<file path="src/design/alu8f_pkg.sv">
// alu8f_pkg: operation codes, flag layout and fixed constants of the 8-bit flag ALU
// no dependencies; imported by alu8f_core and alu_8bit_with_flags
`timescale 1ns / 1ps
`default_nettype none

package alu8f_pkg;

    // operation codes carried on the cmd field
    typedef enum logic [4:0] {
        CMD_ADD  = 5'd0,
        CMD_ADC  = 5'd1,
        CMD_SUB  = 5'd2,
        CMD_SBC  = 5'd3,
        CMD_AND  = 5'd4,
        CMD_XOR  = 5'd5,
        CMD_OR   = 5'd6,
        CMD_CP   = 5'd7,
        CMD_INC  = 5'd8,
        CMD_DEC  = 5'd9,
        CMD_DAA  = 5'd10,
        CMD_CPL  = 5'd11,
        CMD_SCF  = 5'd12,
        CMD_CCF  = 5'd13,
        CMD_RLCA = 5'd14,
        CMD_RRCA = 5'd15,
        CMD_RLA  = 5'd16,
        CMD_RRA  = 5'd17
    } t_cmd;

    // flag nibble: bit3 z, bit2 n, bit1 h, bit0 c
    typedef struct packed {
        logic z;
        logic n;
        logic h;
        logic c;
    } t_flags;

    localparam logic [7:0] DAA_HI_LIMIT = 8'h99;
    localparam logic [3:0] DAA_LO_LIMIT = 4'h9;
    localparam logic [7:0] DAA_HI_ADJ   = 8'h60;
    localparam logic [7:0] DAA_LO_ADJ   = 8'h06;
    localparam logic [3:0] NIBBLE_MAX   = 4'hF;

endpackage

`default_nettype wire

</file>
<file path="src/design/alu_8bit_with_flags.sv">
// alu_8bit_with_flags: 8-bit accumulator alu with z/n/h/c flags, two register stages
// depends on alu8f_pkg and alu8f_core
`timescale 1ns / 1ps
`default_nettype none

// usage
//   input channel: i_in_valid / o_in_stall carry one beat of cmd, acc, operand, flags;
//   a beat is taken on a rising edge with i_in_valid high and o_in_stall low
//   output channel: o_out_valid / i_out_stall carry the result byte and new flags;
//   the receiver takes a beat on an edge with o_out_valid high and i_out_stall low
//   path: a taken beat lands in the operand register, is evaluated by the alu core
//   and lands in the result register, from which it is offered on the output
//   throughput: one beat per cycle while the receiver does not stall, set by the
//   single pass through the alu core between the two registers
//   stall: when the receiver stalls, the result register holds its beat and the
//   operand register can still take one more beat; o_in_stall rises only when
//   both registers are full and the receiver is stalling
//   reset: i_rst_n is synchronous, active low; both stages are emptied, nothing
//   else is kept since the alu holds no state between beats
module alu_8bit_with_flags (
    input  wire logic       i_clk,
    input  wire logic       i_rst_n,
    input  wire logic       i_in_valid,
    output logic            o_in_stall,
    input  wire logic [4:0] i_cmd,
    input  wire logic [7:0] i_acc_in,
    input  wire logic [7:0] i_operand_in,
    input  wire logic [3:0] i_flags_in,
    output logic            o_out_valid,
    input  wire logic       i_out_stall,
    output logic [7:0]      o_result_byte,
    output logic [3:0]      o_flags_out
);
    import alu8f_pkg::*;

    // operand stage
    logic       r_in_valid;
    logic       n_in_valid;
    logic [4:0] r_cmd;
    logic [7:0] r_acc;
    logic [7:0] r_operand;
    t_flags     r_flags;

    // result stage
    logic       r_out_valid;
    logic       n_out_valid;
    logic [7:0] r_result;
    t_flags     r_flags_out;

    logic       w_out_adv;
    logic       w_in_adv;
    logic [7:0] w_result;
    t_flags     w_flags;

    // result stage moves when empty or when its beat is being taken
    assign w_out_adv  = ~r_out_valid | ~i_out_stall;
    // operand stage moves when empty or when it can pass its beat on
    assign w_in_adv   = ~r_in_valid | w_out_adv;
    assign o_in_stall = ~w_in_adv;

    always_comb begin
        n_in_valid  = w_in_adv ? i_in_valid : r_in_valid;
        n_out_valid = w_out_adv ? r_in_valid : r_out_valid;
    end

    always_ff @(posedge i_clk) begin
        if (!i_rst_n) begin
            r_in_valid  <= 1'b0;
            r_out_valid <= 1'b0;
        end else begin
            r_in_valid  <= n_in_valid;
            r_out_valid <= n_out_valid;
        end
    end

    // payload registers, no reset needed
    always_ff @(posedge i_clk) begin
        if (w_in_adv) begin
            r_cmd     <= i_cmd;
            r_acc     <= i_acc_in;
            r_operand <= i_operand_in;
            r_flags   <= t_flags'(i_flags_in);
        end
        if (w_out_adv) begin
            r_result    <= w_result;
            r_flags_out <= w_flags;
        end
    end

    alu8f_core u_core (
        .i_cmd     (r_cmd),
        .i_acc     (r_acc),
        .i_operand (r_operand),
        .i_flags   (r_flags),
        .o_result  (w_result),
        .o_flags   (w_flags)
    );

    assign o_out_valid   = r_out_valid;
    assign o_result_byte = r_result;
    assign o_flags_out   = r_flags_out;

`ifndef SYNTHESIS
    // upstream is held off only while both stages are full and downstream stalls
    a_stall_only_when_full : assert property (@(posedge i_clk) disable iff (!i_rst_n)
        o_in_stall |-> (r_in_valid && o_out_valid && i_out_stall))
        else $error("input stalled while a stage is free");

    // an operand beat that can move shows up on the output in the next cycle
    a_beat_reaches_output : assert property (@(posedge i_clk) disable iff (!i_rst_n)
        (r_in_valid && w_out_adv) |=>
        (o_out_valid && o_result_byte == $past(w_result)
         && o_flags_out == $past(w_flags)))
        else $error("operand beat lost between stages");

    // a taken input beat is held in the operand stage next cycle
    a_accept_fills_stage : assert property (@(posedge i_clk) disable iff (!i_rst_n)
        (i_in_valid && !o_in_stall) |=> r_in_valid)
        else $error("accepted beat dropped");

    // accumulator rotates always clear z
    a_rotate_clears_z : assert property (@(posedge i_clk) disable iff (!i_rst_n)
        (r_in_valid && (r_cmd == CMD_RLCA || r_cmd == CMD_RRCA
                        || r_cmd == CMD_RLA || r_cmd == CMD_RRA)) |-> !w_flags.z)
        else $error("rotate left z set");
`endif

endmodule

`default_nettype wire

</file>
<file path="src/design/alu8f_core.sv">
// alu8f_core: combinational datapath, one operation on one byte pair plus flags
// depends on alu8f_pkg
`timescale 1ns / 1ps
`default_nettype none

module alu8f_core (
    input  wire logic [4:0]        i_cmd,
    input  wire logic [7:0]        i_acc,
    input  wire logic [7:0]        i_operand,
    input  wire alu8f_pkg::t_flags i_flags,
    output logic [7:0]             o_result,
    output alu8f_pkg::t_flags      o_flags
);
    import alu8f_pkg::*;

    logic       add_cin;
    logic       sub_cin;
    logic [8:0] add_sum;
    logic [4:0] add_half;
    logic [8:0] sub_diff;
    logic [4:0] sub_half;
    logic [7:0] and_res;
    logic [7:0] xor_res;
    logic [7:0] or_res;
    logic [7:0] inc_res;
    logic [7:0] dec_res;
    logic       daa_hi;
    logic       daa_lo;
    logic [7:0] daa_adj;
    logic [7:0] daa_res;

    assign add_cin  = (i_cmd == CMD_ADC) & i_flags.c;
    assign sub_cin  = (i_cmd == CMD_SBC) & i_flags.c;
    assign add_sum  = {1'b0, i_acc} + {1'b0, i_operand} + {8'b0, add_cin};
    assign add_half = {1'b0, i_acc[3:0]} + {1'b0, i_operand[3:0]} + {4'b0, add_cin};
    // borrow shows up in the top bit of the widened difference
    assign sub_diff = {1'b0, i_acc} - {1'b0, i_operand} - {8'b0, sub_cin};
    assign sub_half = {1'b0, i_acc[3:0]} - {1'b0, i_operand[3:0]} - {4'b0, sub_cin};
    assign and_res  = i_acc & i_operand;
    assign xor_res  = i_acc ^ i_operand;
    assign or_res   = i_acc | i_operand;
    assign inc_res  = i_acc + 8'd1;
    assign dec_res  = i_acc - 8'd1;

    // decimal adjust: both corrections folded into one add or subtract
    assign daa_hi  = i_flags.n ? i_flags.c : (i_flags.c | (i_acc > DAA_HI_LIMIT));
    assign daa_lo  = i_flags.n ? i_flags.h : (i_flags.h | (i_acc[3:0] > DAA_LO_LIMIT));
    assign daa_adj = (daa_hi ? DAA_HI_ADJ : 8'h00) | (daa_lo ? DAA_LO_ADJ : 8'h00);
    assign daa_res = i_flags.n ? (i_acc - daa_adj) : (i_acc + daa_adj);

    always_comb begin
        o_result = i_acc;
        o_flags  = i_flags;
        case (i_cmd)
            CMD_ADD, CMD_ADC: begin
                o_result = add_sum[7:0];
                o_flags  = '{z: (add_sum[7:0] == 8'h00), n: 1'b0,
                             h: add_half[4], c: add_sum[8]};
            end
            CMD_SUB, CMD_SBC: begin
                o_result = sub_diff[7:0];
                o_flags  = '{z: (sub_diff[7:0] == 8'h00), n: 1'b1,
                             h: sub_half[4], c: sub_diff[8]};
            end
            CMD_CP: begin
                o_flags  = '{z: (sub_diff[7:0] == 8'h00), n: 1'b1,
                             h: sub_half[4], c: sub_diff[8]};
            end
            CMD_AND: begin
                o_result = and_res;
                o_flags  = '{z: (and_res == 8'h00), n: 1'b0, h: 1'b1, c: 1'b0};
            end
            CMD_XOR: begin
                o_result = xor_res;
                o_flags  = '{z: (xor_res == 8'h00), n: 1'b0, h: 1'b0, c: 1'b0};
            end
            CMD_OR: begin
                o_result = or_res;
                o_flags  = '{z: (or_res == 8'h00), n: 1'b0, h: 1'b0, c: 1'b0};
            end
            CMD_INC: begin
                o_result = inc_res;
                o_flags  = '{z: (inc_res == 8'h00), n: 1'b0,
                             h: (i_acc[3:0] == NIBBLE_MAX), c: i_flags.c};
            end
            CMD_DEC: begin
                o_result = dec_res;
                o_flags  = '{z: (dec_res == 8'h00), n: 1'b1,
                             h: (i_acc[3:0] == 4'h0), c: i_flags.c};
            end
            CMD_DAA: begin
                o_result = daa_res;
                o_flags  = '{z: (daa_res == 8'h00), n: i_flags.n, h: 1'b0,
                             c: (i_flags.n ? i_flags.c : daa_hi)};
            end
            CMD_CPL: begin
                o_result = ~i_acc;
                o_flags  = '{z: i_flags.z, n: 1'b1, h: 1'b1, c: i_flags.c};
            end
            CMD_SCF: begin
                o_flags  = '{z: i_flags.z, n: 1'b0, h: 1'b0, c: 1'b1};
            end
            CMD_CCF: begin
                o_flags  = '{z: i_flags.z, n: 1'b0, h: 1'b0, c: ~i_flags.c};
            end
            CMD_RLCA: begin
                o_result = {i_acc[6:0], i_acc[7]};
                o_flags  = '{z: 1'b0, n: 1'b0, h: 1'b0, c: i_acc[7]};
            end
            CMD_RRCA: begin
                o_result = {i_acc[0], i_acc[7:1]};
                o_flags  = '{z: 1'b0, n: 1'b0, h: 1'b0, c: i_acc[0]};
            end
            CMD_RLA: begin
                o_result = {i_acc[6:0], i_flags.c};
                o_flags  = '{z: 1'b0, n: 1'b0, h: 1'b0, c: i_acc[7]};
            end
            CMD_RRA: begin
                o_result = {i_flags.c, i_acc[7:1]};
                o_flags  = '{z: 1'b0, n: 1'b0, h: 1'b0, c: i_acc[0]};
            end
            default: begin
                // unused codes pass the accumulator and flags through
                o_result = i_acc;
                o_flags  = i_flags;
            end
        endcase
    end

endmodule

`default_nettype wire

</file>
<file path="config.mk">
export PLATFORM = sky130hd
export DESIGN_NAME = alu_8bit_with_flags
export DESIGN_NICKNAME = d
export VERILOG_FILES = /design/src/design/alu8f_pkg.sv /design/src/design/alu_8bit_with_flags.sv /design/src/design/alu8f_core.sv
export SDC_FILE = /design/constraint.sdc
export NUM_CORES = 1
export LEC_CHECK = 0
export ABC_CLOCK_PERIOD_IN_PS = 3400
export BUFFER_PORTS_ARGS = -buffer_cell sky130_fd_sc_hd__buf_4
export CORE_MARGIN = 3
export CORE_UTILIZATION = 40
export CTS_BUF_LIST = sky130_fd_sc_hd__clkbuf_16
export CTS_CLUSTER_SIZE = 24
export DETAILED_ROUTE_END_ITERATION = 8
export GPL_TIMING_DRIVEN = 0
export SETUP_SLACK_MARGIN = 0.1
export SLEW_MARGIN = 20
export SYNTH_ARGS = -nofsm -noshare
export SYNTH_HDL_FRONTEND = slang
export SYNTH_SLANG_ARGS = --single-unit
</file>
<file path="constraint.sdc">
create_clock -name i_clk -period 3.4 [get_ports i_clk]
set_input_delay 0.51 -clock i_clk [delete_from_list [all_inputs] [get_ports i_clk]]
set_output_delay 0.51 -clock i_clk [all_outputs]
set_load 0.005 [all_outputs]
</file>
Yosys cells after proc, flatten, opt, wreduce, memory -nomap -nowiden
Index checks and enable logic that the tools add are counted. W data, S select, Z words.

Add/sub/neg operators: 12. Reduce and logical (&&, ||, !) cells: 15. Bitwise gates (word level): 16. Multiplexer cells: 8. Order comparisons: 2. Equality and inequality tests: 18.

Operators by type and width (count): $pmux W8 S13 (1); $logic_not A8 Y1 (8); $pmux W4 S13 (1); $eq A5 B4 Y1 const B (8); $eq A5 B3 Y1 const B (4); $or A8 B8 Y8 (2); $eq A5 B2 Y1 const B (2); $eq A5 B5 Y1 const B (2); $add A8 B8 Y9 (1); $add A9 B1 Y9 (1); $sub A8 B8 Y9 (1); $sub A9 B1 Y9 (1); $add A8 B1 Y8 const B (1); $add A8 B8 Y8 (1); $and A8 B8 Y8 (1); $gt A8 B8 Y1 const B (1); $mux W8 (1); $not A8 Y8 (1); $reduce_or A2 Y1 (4); $sub A8 B1 Y8 const B (1); $sub A8 B8 Y8 (1); $xor A8 B8 Y8 (1); $mux W7 (1); $add A4 B4 Y5 (1); other kinds (14) (24).

Word-level logic and storage cells: 85. Input bits: 29. Output and inout bits: 14. Register bits: 39.

Logic depth before layout (Yosys ltp)
Gate-level depths: netlist (run 1).

Depth after elaboration: 9. Depth in mapped cells: 16. Mapped depth without buffers: 15.

Cells and area by module
Synthesis (run 1) repeated with hierarchy kept, for this count alone.

Cell total of the unflattened synthesis: 461. Area, all modules: 3976.3 µm².

Modules (own cells, without submodules): alu8f_core (times used 1, area each 2787.7 µm², cells an instance 416, sequential area each 0.0 µm²); alu_8bit_with_flags (times used 1, area each 1188.6 µm², cells an instance 45, sequential area each 1151.1 µm²).

Least setup slack after synthesis (run 1)
Ideal clock, no wire load.

Kind: flip-flop to flip-flop. Start point: reg r_acc[1]. End point: reg r_flags_out (netlist bit o_flags_out[3]) (data pin). Arrival: 3385 ps. Data required time: 3139 ps. Buffers on the path: 1. Stages on the path, launching flop included: 17. Path slack: -246 ps. Setup time: 261 ps. Clock period less this slack: 3646 ps. Path through: edfxtp_1 buf_2 inv_1 ha_1 o21bai_1 nand3_1 nand3_1 a31oi_1 ha_1 nand2_1 o21ai_0 ha_1 a21o_1 a21oi_1 xnor2_1 and4bb_2 o32a_1.

RTL lines: start: declaration (line alu_8bit_with_flags.sv:40) `logic [7:0] r_acc;`; start signal: assignment (line alu_8bit_with_flags.sv:80) `r_acc <= i_acc_in;`; end signal: assignment (line alu_8bit_with_flags.sv:86) `r_flags_out <= w_flags;`; end: declaration (line alu_8bit_with_flags.sv:48) `t_flags r_flags_out;`.

==> results of run 1 <==
stage by stage:
stage	util, %	cells
floorplan	-	454
global placement	47.9	625
detailed placement	48.0	625
CTS	52.6	648
global route	54.3	659
finish	54.3	659
flip-flops by register name (all words and copies together), names as in the netlist:
name / flops
o_result_byte: 8
r_acc: 8
r_operand: 8
r_cmd: 5
o_flags_out: 4
r_flags: 4
o_out_valid: 1
r_in_valid: 1
logic make-up (layout without fill, tap and decap cells):
family / count (synthesis) / count (layout) / synth area share [%]
AO/OA/AOI/OAI: 127 / 127 / 22.4
XOR/XNOR: 30 / 30 / 6.59
adder cells (fa/ha/maj): 48 / 48 / 15.8
buffers and inverters: 58 / 134 / 5.80
flip-flops: 39 / 39 / 28.8
multiplexers: 2 / 2 / 0.502
AND/OR/NAND/NOR: 150 / 150 / 20.1
layout by cell type (no fill, tap or decap), drive strengths merged, types with 4 or more instances in the layout:
cell and count:
nand3 13, a211oi 8, nand2b 5, nand4 9, inv 34, nor2 33, nor2b 8, o22ai 7
nor3 19, nor4 7, ha 44, nand2 32, o21ai 21, o21a 5, a221oi 11, fa 4
buf 83, xnor2 20, edfxtp 37, clkbuf 13, a31oi 7, xor2 10, o221ai 4, a21oi 26
a22oi 7
worst max path at each step:
stage / startpoint / slack [ns] / cells after the start / endpoint
6_report: r_cmd[3] / 0.08 / 13 / o_flags_out[3]
5_1_grt: r_cmd[3] / -0.06 / 13 / o_flags_out[3]
4_1_cts: r_cmd[3] / 0.08 / 13 / o_flags_out[3]
3_5_place_dp: r_cmd[2] / -0.60 / 14 / o_flags_out[3]
3_3_place_gp: r_cmd[2] / -0.67 / 14 / o_flags_out[3]
2_1_floorplan: r_acc[0] / 0.11 / 15 / o_flags_out[3]
metal layers:
metal  vias up  GRT usage [%]  routed length, um
met5         -              0                  0
met4         0           6.38                304
met3        22           4.96               1090
met2       160           42.4               6990
met1      1944           36.2               6370
li1       1854              -                  -
critical path, delay by kind of cell, from the launching register on:
kind | cells | cell delay, ns
AOI/OAI and AO/OA | 5 | 0.99
adders and majority gates | 2 | 0.79
and+or+nand+nor | 3 | 0.51
DFF | 1 | 0.42
buffers and inverters | 2 | 0.21
xor gates and xnor gates | 1 | 0.15
final cells by class:
type / count / share of cell area (%)
Multi-Input combinational cell: 357 / 55.0
Clock inverter: 3 / 0.755
Buffer: 20 / 2.85
Timing Repair Buffer: 71 / 10.4
Inverter: 35 / 2.95
Tap cell: 129 / 3.14
Clock buffer: 5 / 2.43
Sequential cell: 39 / 22.4
power by group through the flow:
| stage | logic, W | registers [W] | clock network (W) |
|---|---|---|---|
| after floorplan | 0.000384 | 0.000610 | 0 |
| after global placement | 0.000583 | 0.000618 | 0 |
| after detailed placement | 0.000588 | 0.000619 | 0 |
| after CTS | 0.000661 | 0.000600 | 0.000552 |
| after global routing | 0.000767 | 0.000607 | 0.000580 |
| final | 0.000712 | 0.000600 | 0.000540 |
repair_timing:
item | in CTS | in global routing
setup buffers | 18 | 12
hold buffers | 0 | 0
resized for setup | 40 | 22
pin swaps | 13 | 28
setup endpoints to repair | 11 | 5
==> results.json, run 1 <==
{
  "peakVddDrop_mv": 0.236,
  "initial_utilization_pct": 42.2,
  "place_area_mm2": 0.00454,
  "hp-start": "i_acc_in[5]",
  "worstReg2RegEnd": "o_flags_out[3]",
  "vias": 3980,
  "cpPeakStageDelay_ns": 0.61,
  "avgSynthCellArea_um2": 8.79,
  "ys_ff_latch": 39,
  "port_buffers": 42,
  "antenna_left": 0,
  "antenna_cells": 0,
  "multiInputGateArea_mm2": 0.00283,
  "cts_buffers": 5,
  "nets": 606,
  "via_per_inst": 6.04,
  "setup_viol": 0,
  "grt.total_usage_pct": 26.3,
  "totalWireLength_mm": 14.8,
  "worst_slew_margin_rel_pct": 44.7,
  "place_congestion": 0.950,
  "syn_nets": 531,
  "wl_per_cell_um": 22.4,
  "yosys.cell_count.top_type": "ha_1",
  "hold_class": "in -> reg",
  "htreeDepth": 2,
  "fin_ws_ns": 0.0827,
  "critPathKind": "reg -> reg",
  "rsz0062_at_grt": "true",
  "yosysWarnings": 0,
  "start_kind": "flop",
  "synthCells": 454,
  "synth_edf_count": 37,
  "antenna_found_initial": 0,
  "power_leakage_nw": 2.07,
  "die-area_mm2": 0.0112,
  "chipWidth_um": 106,
  "max-cap-violations": 0,
  "yosysTopAreaCell": "edfxtp_1",
  "drc": 0,
  "core_region_area_mm2": 0.00946,
  "final.setup.tns_ns": 0,
  "clockBufferDepth": 2,
  "die_height_um": 106,
  "drive_above_1_share_pct": 27.9,
  "clock_latency_ns": 0.28,
  "grt_max_degree": 27,
  "synth_cell_types": 72,
  "finalPower_w": 0.00185,
  "required_ns": 3.43,
  "min_to": "r_acc[5]",
  "cpMaxStageDelayCell": "fa_2",
  "cts_sinks": 39,
  "ys_seq_area_share_pct": 28.8,
  "ys_async_sr_fraction_pct": 0,
  "path_cells": "buf_6 > nor3_4 > nand3_2 > fa_2 > inv_1 > ha_1 > o21ai_2 > nand2_2 > a41o_1 > a21oi_2 > xnor2_2 > o41ai_2 > o32a_1",
  "final_max_slew_viol_count": 0,
  "fin_area_mm2": 0.00514,
  "drtPass1Iterations": 5,
  "power_frac_clock_pct": 29.2,
  "r2r_cells": 13,
  "synthTopCellsByCount": "ha_1 (44), edfxtp_1 (37), inv_1 (35)",
  "syn2layout_area_growth_pct": 28.8,
  "p_int_w": 0.00123,
  "swShare_pct": 33.8,
  "regArea_mm2": 0.00115,
  "nFillCells": 920,
  "final.min_clock_period_ns": 3.32,
  "status": "finished clean",
  "drt_iter0_markers": 330,
  "finalCritPeriodShare_pct": 97.6,
  "end_kind": "flop",
  "worstMarginPinSlew_ns": 0.823,
  "grt_pass1_wl_mm": 22.2,
  "pin_count": 43,
  "fin_hold_ws_ns": 0.398,
  "p_switching_w": 0.000627,
  "hold_depth": 1,
  "place_hpwl_mm": 11.3,
  "grt_overflow_total": 0,
  "cp.arrival_ns": 3.35,
  "dpl_worst_slack_ns": -0.604,
  "synth_top_area_share_pct": 27.8,
  "synth_area_leaders": "edfxtp_1 (28%), ha_1 (14%), xnor2_1 (4.4%)",
  "pwr-share-comb_pct": 38.5,
  "fp-row-count": 35,
  "root_buffer": "clkbuf_16",
  "crit_fanout": 6,
  "pwr-share-seq_pct": 32.4,
  "hold_viol": 0,
  "yosys_most_used_dff": "edfxtp_1",
  "r2r_slack_ns": 0.08,
  "clkTransAtPathRegs_ns": 0.06,
  "timing.rr.start": "r_cmd[3]",
  "skew_ns": 0.00377,
  "pwr_density_cell_mw_per_mm2": 360,
  "first_global_vias": 3741,
  "cts_tree": "yes",
  "syn_area_mm2": 0.00399,
  "fmax_ghz": 0.301
}
Power figures use the tool's default switching activity.
==> inputs of run 2 (changes only) <==
--- a/config.mk
+++ b/config.mk
@@ -13,6 +13,7 @@
 export CTS_CLUSTER_SIZE = 24
 export DETAILED_ROUTE_END_ITERATION = 8
 export GPL_TIMING_DRIVEN = 0
+export RECOVER_POWER = 25
 export SETUP_SLACK_MARGIN = 0.1
 export SLEW_MARGIN = 20
 export SYNTH_ARGS = -nofsm -noshare
==> results.json, run 2 (synthesis results as in run 1) <==
{
  "status": "finished clean",
  "hold_depth": 1,
  "skew_ns": 0.00574,
  "die_height_um": 106,
  "cts_sinks": 39,
  "clkTransAtPathRegs_ns": 0.06,
  "clockBufferDepth": 2,
  "final_max_slew_viol_count": 0,
  "final_common_cell": "buf_4",
  "die-area_mm2": 0.0112,
  "place_congestion": 0.950,
  "pin_count": 43,
  "worst-path-buf-inv": 2,
  "syn2layout_area_growth_pct": 28.8,
  "port_buffers": 42,
  "critPathKind": "reg -> reg",
  "antenna_left": 0,
  "rsz0062_at_grt": "true",
  "root_buffer": "clkbuf_16",
  "hold_viol": 0,
  "worstMarginPinSlew_ns": 0.874,
  "final.min_clock_period_ns": 3.32,
  "fmax_ghz": 0.301,
  "most-common-layout-cells": "buf_4 (50), ha_1 (41), edfxtp_1 (37)",
  "cts_buffers": 5,
  "wl_per_cell_um": 22.3,
  "totalWireLength_mm": 14.7,
  "pwr-share-comb_pct": 38.3,
  "cp.depth": 13,
  "pwr-share-seq_pct": 32.3,
  "first_global_vias": 3741,
  "finalPower_w": 0.00186,
  "path_cells": "buf_6 > nor3_4 > nand3_2 > fa_2 > inv_1 > ha_1 > o21ai_2 > nand2_2 > a41o_1 > a21oi_2 > xnor2_2 > o41ai_2 > o32a_1",
  "worst_slew_margin_rel_pct": 41.3,
  "nets": 606,
  "finalCritPeriodShare_pct": 97.8,
  "grt.total_usage_pct": 26.3,
  "grt_pass1_wl_mm": 22.2,
  "p_int_w": 0.00122,
  "cpPeakStageDelay_ns": 0.61,
  "pwr_density_cell_mw_per_mm2": 361,
  "vias": 3971,
  "grt_max_degree": 27,
  "core_region_area_mm2": 0.00946,
  "required_ns": 3.43,
  "clock_latency_ns": 0.29,
  "nFillCells": 920,
  "cp.arrival_ns": 3.36,
  "via_per_inst": 6.03,
  "final_util_pct": 54.3,
  "end_kind": "flop",
  "cpMaxStageDelayCell": "fa_2",
  "setup_viol": 0,
  "power_leakage_nw": 2.07,
  "antenna_found_initial": 0,
  "final.setup.tns_ns": 0,
  "cts_tree": "yes",
  "p_switching_w": 0.000632,
  "cp_top_family": "compound AO/OA/AOI/OAI gates",
  "drtPass1Iterations": 5,
  "max-cap-violations": 0,
  "chipWidth_um": 106,
  "fp-row-count": 35,
  "initial_utilization_pct": 42.2,
  "antenna_cells": 0,
  "htreeDepth": 2,
  "holdBufCountCts": 0,
  "peakVddDrop_mv": 0.237,
  "place_hpwl_mm": 11.3,
  "hold_class": "in -> reg",
  "power_frac_clock_pct": 29.4,
  "start_kind": "flop",
  "swShare_pct": 34.0,
  "drt_iter0_markers": 363,
  "r2r_cells": 13,
  "crit_fanout": 6,
  "drc": 0,
  "drive_above_1_share_pct": 27.9,
  "grt_overflow_total": 0
}
-- run 2: cell types whose count changed in the layout (fill, tap and decap cells not counted), sizes merged --
cell and delta:
buf -22, clkbuf +22
-- run 2: cell type report --
cell class	instances	area, um^2	area share [%]
buffer	20	146	2.85
clock buffer	5	125	2.43
clock inverter	3	38.8	0.755
inverter	35	151	2.95
multi-input combinational	357	2830	55.0
sequential	39	1150	22.4
tap	129	161	3.14
timing repair buffer	71	537	10.4
-- run 2: per-layer routing --
layer  up-vias  track usage, %  wire [um]
li1       1854               -          -
met2       172            42.4       6950
met4         0            6.38        276
met5         -               0          0
met1      1927            36.2       6390
met3        18            4.96       1080
-- run 2: power by group through the flow --
| stage | registers (W) | clock network [W] | logic (W) |
|---|---|---|---|
| after floorplan | 0.000610 | 0 | 0.000384 |
| after global placement | 0.000618 | 0 | 0.000583 |
| after detailed placement | 0.000619 | 0 | 0.000588 |
| after CTS | 0.000600 | 0.000552 | 0.000661 |
| after global routing | 0.000607 | 0.000580 | 0.000766 |
| final | 0.000600 | 0.000546 | 0.000710 |
-- run 2: metrics by stage --
stage                     hold WS (ns)  std cells  area (um^2)  setup slack (ns)
final                            0.405        659         5140            0.0765
after CTS                        0.395        648         4970            0.0817
after global placement           0.469        625         4530            -0.666
after detailed placement         0.510        625         4540            -0.604
after floorplan                  0.459        454         4060             0.107
after global routing             0.399        659         5140           -0.0633
-- run 2: repair_timing --
| action | in CTS | in global routing |
|---|---|---|
| endpoints found under the setup margin | 11 | 5 |
| buffers inserted | 18 | 12 |
| pin swaps | 13 | 28 |
| gates resized for setup | 40 | 22 |
-- run 2: final timing paths --
check | slack (ns) | to | startpoint
worst min register to register | 0.52 | o_out_valid | r_in_valid
worst max-delay path | 0.08 | o_flags_out[3] | r_cmd[3]
worst min-delay path | 0.41 | r_operand[7] | i_operand_in[7]
worst max register to register | 0.08 | o_flags_out[3] | r_cmd[3]
